**config.mk**
```make
export PLATFORM = sky130hd
export DESIGN_NAME = cprl_div
export DESIGN_NICKNAME = d
export VERILOG_FILES = /design/src/sv/cprl_pkg.sv /design/src/sv/cprl_div.sv
export SDC_FILE = /design/constraint.sdc
export NUM_CORES = 1
export LEC_CHECK = 0
export BUFFER_PORTS_ARGS = -buffer_cell sky130_fd_sc_hd__buf_2
export CAP_MARGIN = 20
export CORE_MARGIN = 3
export CORE_UTILIZATION = 65
export DETAILED_ROUTE_END_ITERATION = 10
export GPL_TIMING_DRIVEN = 0
export PLACE_DENSITY = 0.84
export SETUP_SLACK_MARGIN = 0.15
export SLEW_MARGIN = 10
export SYNTH_ARGS = -nofsm -noshare
export SYNTH_HDL_FRONTEND = slang
export SYNTH_SLANG_ARGS = --single-unit
```
**constraint.sdc**
```tcl
create_clock -name clk -period 14 [get_ports clk]
set_input_delay 2.8 -clock clk [delete_from_list [all_inputs] [get_ports clk]]
set_output_delay 2.8 -clock clk [all_outputs]
set_load 0.02 [all_outputs]
```
**src/sv/cprl_pkg.sv**
```systemverilog
`timescale 1ns / 1ps
`default_nettype none

package cprl_pkg;

	// Field widths of the pixel stream and the per-column record.
	localparam int MAX_COLUMNS = 256;
	localparam int COL_W       = $clog2(MAX_COLUMNS);
	localparam int ROW_W       = 8;
	localparam int PIX_W       = 8;
	localparam int SUM_W       = 15;
	localparam int CNT_W       = 9;
	localparam int HEIGHT_W    = 9;
	localparam logic [HEIGHT_W-1:0] HEIGHT_RESET = 9'd130;

	// Divider layout: a few restoring steps per pipeline stage.
	localparam int DIV_STEPS  = 3;
	localparam int DIV_STAGES = (SUM_W + DIV_STEPS - 1) / DIV_STEPS;
	localparam int DQ_W       = DIV_STAGES * DIV_STEPS;

	typedef struct packed {
		logic [PIX_W-1:0] pixel;
		logic [ROW_W-1:0] row_index;
		logic [COL_W-1:0] col_index;
	} pix_beat_t;

	typedef struct packed {
		logic [COL_W-1:0] out_column;
		logic [ROW_W-1:0] center_row;
	} center_beat_t;

	// One column record as it is kept in the column memory.
	typedef struct packed {
		logic [PIX_W-1:0] peak;
		logic [SUM_W-1:0] row_sum;
		logic [CNT_W-1:0] hit_count;
	} entry_t;

	localparam int ENTRY_W = $bits(entry_t);

	typedef struct packed {
		logic [COL_W-1:0] column;
		logic [SUM_W-1:0] row_sum;
		logic [CNT_W-1:0] hit_count;
	} div_req_t;

	// Working state of one divider stage; dq shifts the dividend out and
	// the quotient in.
	typedef struct packed {
		logic [COL_W-1:0] column;
		logic             zero;
		logic [CNT_W-1:0] divisor;
		logic [CNT_W-1:0] rem;
		logic [DQ_W-1:0]  dq;
	} div_stage_t;

	// One restoring division step.
	function automatic div_stage_t div_step(input div_stage_t s);
		logic [CNT_W:0] trial;
		logic [CNT_W:0] dvs;
		logic           ge;
		div_stage_t     r;
		trial = {s.rem, s.dq[DQ_W-1]};
		dvs   = {1'b0, s.divisor};
		ge    = (trial >= dvs);
		r     = s;
		if (ge) begin
			r.rem = CNT_W'(trial - dvs);
		end else begin
			r.rem = trial[CNT_W-1:0];
		end
		r.dq = {s.dq[DQ_W-2:0], ge};
		return r;
	endfunction

endpackage

`default_nettype wire

```
**src/sv/cprl_div.sv**
```systemverilog
`timescale 1ns / 1ps
`default_nettype none

module cprl_div (
	input  wire logic                    clk,
	input  wire logic                    arst_n,
	input  wire logic                    in_valid,
	output logic                         in_ready,
	input  wire cprl_pkg::div_req_t      in_req,
	output logic                         out_valid,
	input  wire logic                    out_ready,
	output cprl_pkg::center_beat_t       out_data
);

	import cprl_pkg::*;

	logic [DIV_STAGES-1:0] vld_q;
	div_stage_t            pipe_q [DIV_STAGES];
	logic [DIV_STAGES:0]   rdy_chain;
	logic [DIV_STAGES-1:0] src_vld;
	div_stage_t            src    [DIV_STAGES];
	div_stage_t            nxt    [DIV_STAGES];
	div_stage_t            head;

	// Elastic stall chain: a stage takes a new beat when empty or draining.
	always_comb begin
		rdy_chain[DIV_STAGES] = out_ready;
		for (int k = DIV_STAGES - 1; k >= 0; k--) begin
			rdy_chain[k] = !vld_q[k] || rdy_chain[k+1];
		end
	end

	assign in_ready = rdy_chain[0];
	assign src_vld  = {vld_q[DIV_STAGES-2:0], in_valid};

	// Seed the first stage from the request.
	always_comb begin
		head.column  = in_req.column;
		head.zero    = (in_req.hit_count == '0);
		head.divisor = in_req.hit_count;
		head.rem     = '0;
		head.dq      = DQ_W'(in_req.row_sum);
	end

	// Each stage runs a few restoring steps on the beat it receives.
	always_comb begin
		for (int k = 0; k < DIV_STAGES; k++) begin
			src[k] = (k == 0) ? head : pipe_q[(k == 0) ? 0 : k - 1];
			nxt[k] = src[k];
			for (int j = 0; j < DIV_STEPS; j++) begin
				nxt[k] = div_step(nxt[k]);
			end
		end
	end

	always_ff @(posedge clk or negedge arst_n) begin
		if (!arst_n) begin
			vld_q <= '0;
		end else begin
			for (int k = 0; k < DIV_STAGES; k++) begin
				if (rdy_chain[k]) begin
					vld_q[k] <= src_vld[k];
				end
			end
		end
	end

	always_ff @(posedge clk) begin
		for (int k = 0; k < DIV_STAGES; k++) begin
			if (rdy_chain[k] && src_vld[k]) begin
				pipe_q[k] <= nxt[k];
			end
		end
	end

	// The last stage doubles as the output register.
	assign out_valid           = vld_q[DIV_STAGES-1];
	assign out_data.out_column = pipe_q[DIV_STAGES-1].column;
	assign out_data.center_row = pipe_q[DIV_STAGES-1].zero ? '0
		: pipe_q[DIV_STAGES-1].dq[ROW_W-1:0];

endmodule

`default_nettype wire

```
# Word-level counts from Yosys, hierarchy flattened

Memories as Yosys holds them, arrays and structs flattened.
Cells that the tools add are included.

Flip-flop bits (word level): 5
Bits in writable memories: 210
Logic and storage cells: 78
Memories kept: 1

Memories:

| memory | words | bits a word | rd ports | clocked after Yosys merged registers in | write ports | RTL line       | RTL |
|---|---|---|---|---|---|---|---|
| pipe_q | 5     | 42          | 5        | 0                                       | 5           | cprl_div.sv:18 | `div_stage_t pipe_q [DIV_STAGES];` |

Add/sub/neg operators: 15
$lt $le $gt $ge: 15
Multiplexer cells: 26
Reduce and logical (&&, ||, !) cells: 16

Operators with widths:

| kind              | count |
|---|---|
| $ge 10x9->1       | 14 |
| $mux 9            | 15 |
| $sub 9x9->9       | 14 |
| $mux 1            | 10 |
| $ge 1x9->1        | 1 |
| $logic_not 9->1   | 1 |
| $sub 1x9->9       | 1 |
| $mux 8            | 1 |
| $logic_and 1x1->1 | 5 |
| $logic_not 1->1   | 5 |
| $logic_or 1x1->1  | 5 |

# Longest topological paths before layout

Depth in word-level cells: 9
Depth in mapped cells: 27
Gate-level depth less buffers: 25

# Worst setup path before layout

No wires, ideal clock.

Path kind: input to register
From: in in_req[3] in the netlist's numbering
To: mem pipe_q[0][16] in the netlist's numbering, data pin
Setup time: 0.260 ns
Arrival time: 7.626 ns
Data required time: 13.740 ns
Slack: 6.114 ns
Stages on the path: 20
Cell sequence: nor4_1 nand2_1 a21oi_1 and2_1 ha_1 a21o_1 a21o_1 a221o_1 a221oi_1 clkbuf_1 mux2_2 ha_1 a21o_1 a21oi_1 o221ai_1 o21bai_1 a21oi_1 o211a_1 buf_2 mux2_2

RTL lines:

| element            | RTL line       | RTL |
|---|---|---|
| start: declaration | cprl_div.sv:9  | `input wire cprl_pkg::div_req_t in_req,` |
| end: declaration   | cprl_div.sv:18 |  |

==> PnR_summary.wiki <==
{| class="wikitable"
! Metric !! Value
|-
| Setup Fix Bufs, Post-CTS || 0
|-
| Clock Skews || approximately 0.0054 ns
|-
| Clock slew at reported path FFs || approximately 0.070 ns
|-
| Overall global routing resource usage || around a quarter
|-
| Pin count of the biggest net entering global routing || 38
|-
| #FFs+latches synth || around 170
|-
| CTS tree || done
|-
| Number of enable flip-flop cells after synthesis || between 150 and 200
|-
| Actual transition at the worst max-transition pin || around 0.86 ns
|-
| Detailed-route DRC error count || 0
|-
| Number of hold-repair buffers added at the cts stage || 0
|-
| Share of final-layout standard cells stronger than drive strength 1 || between 10% and 20%
|-
| Number of DRC markers after the initial detailed-route iteration || 772
|-
| Die Area || roughly 19,000 um2
|-
| Sum of negative setup slack || 0 ns
|-
| Post-DRT Antenna Nets || 0
|-
| Inserted Clock Buffers || 17
|-
| Cell types with the largest area share after synthesis || edfxtp_1, ha_1, mux2_2
|-
| Instance count after placement with tap cells included || 1,343
|-
| Fin nets || 1,314
|-
| Endpoints failing hold || 0
|-
| Die H || between 100 and 150 um
|-
| Cell count after synthesis || 1,062
|-
| Run status || finished clean
|-
| Final worst path period share || between 60% and 70%
|-
| Period minus WS final || 8.51 ns
|-
| Synth Cell Area || 11,600 um2
|-
| Root buffer selected by CTS || clkbuf_16
|-
| Initial Utilization || 66.8%
|-
| Pins Over Slew Limit || 0
|-
| H-Tree Depth || 4
|-
| Vias in the first global route || ~8.5k
|-
| Antenna violations before repair || 0
|-
| Cell types with the highest counts after synthesis || edfxtp_1, ha_1, inv_1
|-
| Non-filler instance count after layout || between 1k and 1.5k
|-
| Global route overflow || 0
|-
| CP max FO || 10
|-
| HPWL Detailed || 19.0 mm
|-
| Number of diodes || 0
|-
| Synth warnings || 0
|-
| Data arrival at the endpoint of the critical path || around 8.7 ns
|-
| Via density per instance || between 6 and 7
|-
| Routability cong. || 0.934
|-
| Vias after detailed routing || 8,523
|-
| Number of nets in the synthesized netlist || 1,239
|-
| Crit path capture type || register
|-
| Placeable core region || approximately 17,000 um2
|-
| Average detailed-routed wire length per instance || 18.4 um
|-
| Clock Latency Late Sink || ~0.44 ns
|-
| Number of buffers on the longest clock path || 2
|-
| Total of max-cap violations || 0
|-
| Part of the Yosys area used for sequential elements || between 40 and 50%
|-
| I/O Buffers || between 50 and 60
|-
| Data required time at the worst endpoint || ~14 ns
|-
| Placement row count || 48
|-
| Total I/O pin count || between 50 and 60
|-
| Worst min-delay path class || reg -> reg
|-
| Number of gates resized after CTS || 0
|-
| Mean cell area of the mapped netlist || 10.9 um2
|-
| Startpoint Class || input pin
|-
| Wire length of the first global-routing pass || slightly above 40 mm
|-
| Final-report setup violation count || 0
|-
| Most used DFF post-synth || edfxtp_1
|-
| Drt total wl || about 25 mm
|-
| Sink Count || roughly 170
|-
| Finished Core Util || approximately 74%
|-
| Die Span X || 140 um
|-
| Unrepaired setup endpoints after global routing || false
|-
| Layout area overhead || 10.7%
|-
| Most common cell in the synthesized netlist || edfxtp_1
|-
| Maximum operating frequency || between 0.1 and 0.15 GHz
|-
| Area fraction of the dominant cell type after synthesis || between 40% and 50%
|-
| First drt pass iteration count || 6
|-
| Share of flip-flops with an asynchronous set or reset after synthesis || around 3.0%
|-
| Category of the most critical setup path || in -> reg
|-
| Distinct cells, synth || 63
|-
| Post-synthesis cell type with the largest combined area || edfxtp_1
|-
| Normalized max-slew margin || roughly 43%
|}
==> layout by cell type (no fill, tap or decap), types with 6 or more instances in the layout <==
cell type    n
xor2_1      25
mux2_2      65
a21oi_1     61
nand2b_1    16
buf_2       57
clkbuf_1     8
and2_1       6
o21ai_0     55
nand2_1     46
fa_1        13
a21o_1      24
nor2b_1     29
o31ai_1      7
edfxtp_1   162
a211oi_1    14
buf_4        8
mux2i_1     11
inv_1       96
nand3_1     18
nor2_1      67
ha_1       128
xnor2_1     46
nand4_1     20
clkbuf_16   17
a21boi_0     8
and3_1       6
nor3_1      32
o21bai_1     9
==> flip-flops by register name, indices dropped and copies added (netlist names) <==
| name | flops |
|---|---|
| pipe_q | 162 |
| vld_q | 5 |
==> layout make-up <==
cell class                 count  area [um2]
clock inverter                15         203
fill                        1123        4520
tap                          225         282
buffer                        20         110
inverter                      96         360
sequential                   167        4990
multi-input combinational    779        6140
clock buffer                  17         425
timing repair buffer          56         320
==> critical path, stage by stage <==
cell      delay [ns]
buf_2           0.12
nor4_1          0.48
nand2_1         0.26
a21oi_1         0.42
and2_1          0.20
ha_1            0.30
a21o_1          0.19
a21o_1          0.18
a221o_1         0.39
a221oi_1        0.40
clkbuf_1        0.40
mux2_2          0.40
ha_1            0.34
a21o_1          0.20
a21oi_1         0.29
o221ai_1        0.21
o21bai_1        0.19
a21oi_1         0.13
o211a_1         0.15
buf_2           0.25
mux2_2          0.38
==> per-stage QoR <==
step	hold slack [ns]	area, um2	setup WS, ns
2_1_floorplan	0.400	11600	6.11
3_3_place_gp	0.400	12100	5.27
3_5_place_dp	0.405	12200	5.07
4_1_cts	0.421	12800	5.51
5_1_grt	0.426	12800	5.03
6_report	0.420	12800	5.49
==> logic make-up after synthesis <==
family | Yosys count | share of synthesized area [%]
AND/OR/NAND/NOR | 269 | 11.7
XOR/XNOR | 71 | 5.36
adder cells (fa/ha/maj) | 141 | 16.1
flip-flops | 167 | 43.0
buffers and inverters | 116 | 4.06
AO/OA/AOI/OAI | 222 | 12.5
multiplexers | 76 | 7.26
==> worst paths after layout <==
kind                                     startpoint                  endpoint  slack, ns  cells after the start
setup / recovery                          in_req[4]   pipe_q[0][22]$_DFFE_PP_       5.49                     21
setup reg to reg           pipe_q[0][108]$_DFFE_PP_  pipe_q[0][145]$_DFFE_PP_       6.08                     25
hold / removal             pipe_q[0][129]$_DFFE_PP_  pipe_q[0][174]$_DFFE_PP_       0.42                      0
hold reg to reg            pipe_q[0][129]$_DFFE_PP_  pipe_q[0][174]$_DFFE_PP_       0.42                      0
max in group asynchronous                    arst_n      vld_q[1]$_DFFE_PN0P_      11.72                      1
min in group asynchronous                    arst_n      vld_q[2]$_DFFE_PN0P_       2.16                      1
==> routing by layer <==
metal,vias up,part of all wire (%),track usage [%]
li1,4089,-,-
met1,4052,41,32.6
met2,311,50,46.0
met3,71,5.9,5.09
met4,0,3.1,10.5
met5,-,0,0
Power is not shown: default switching activity piles up to over one toggle a cycle in this logic, so the estimate is an artifact.
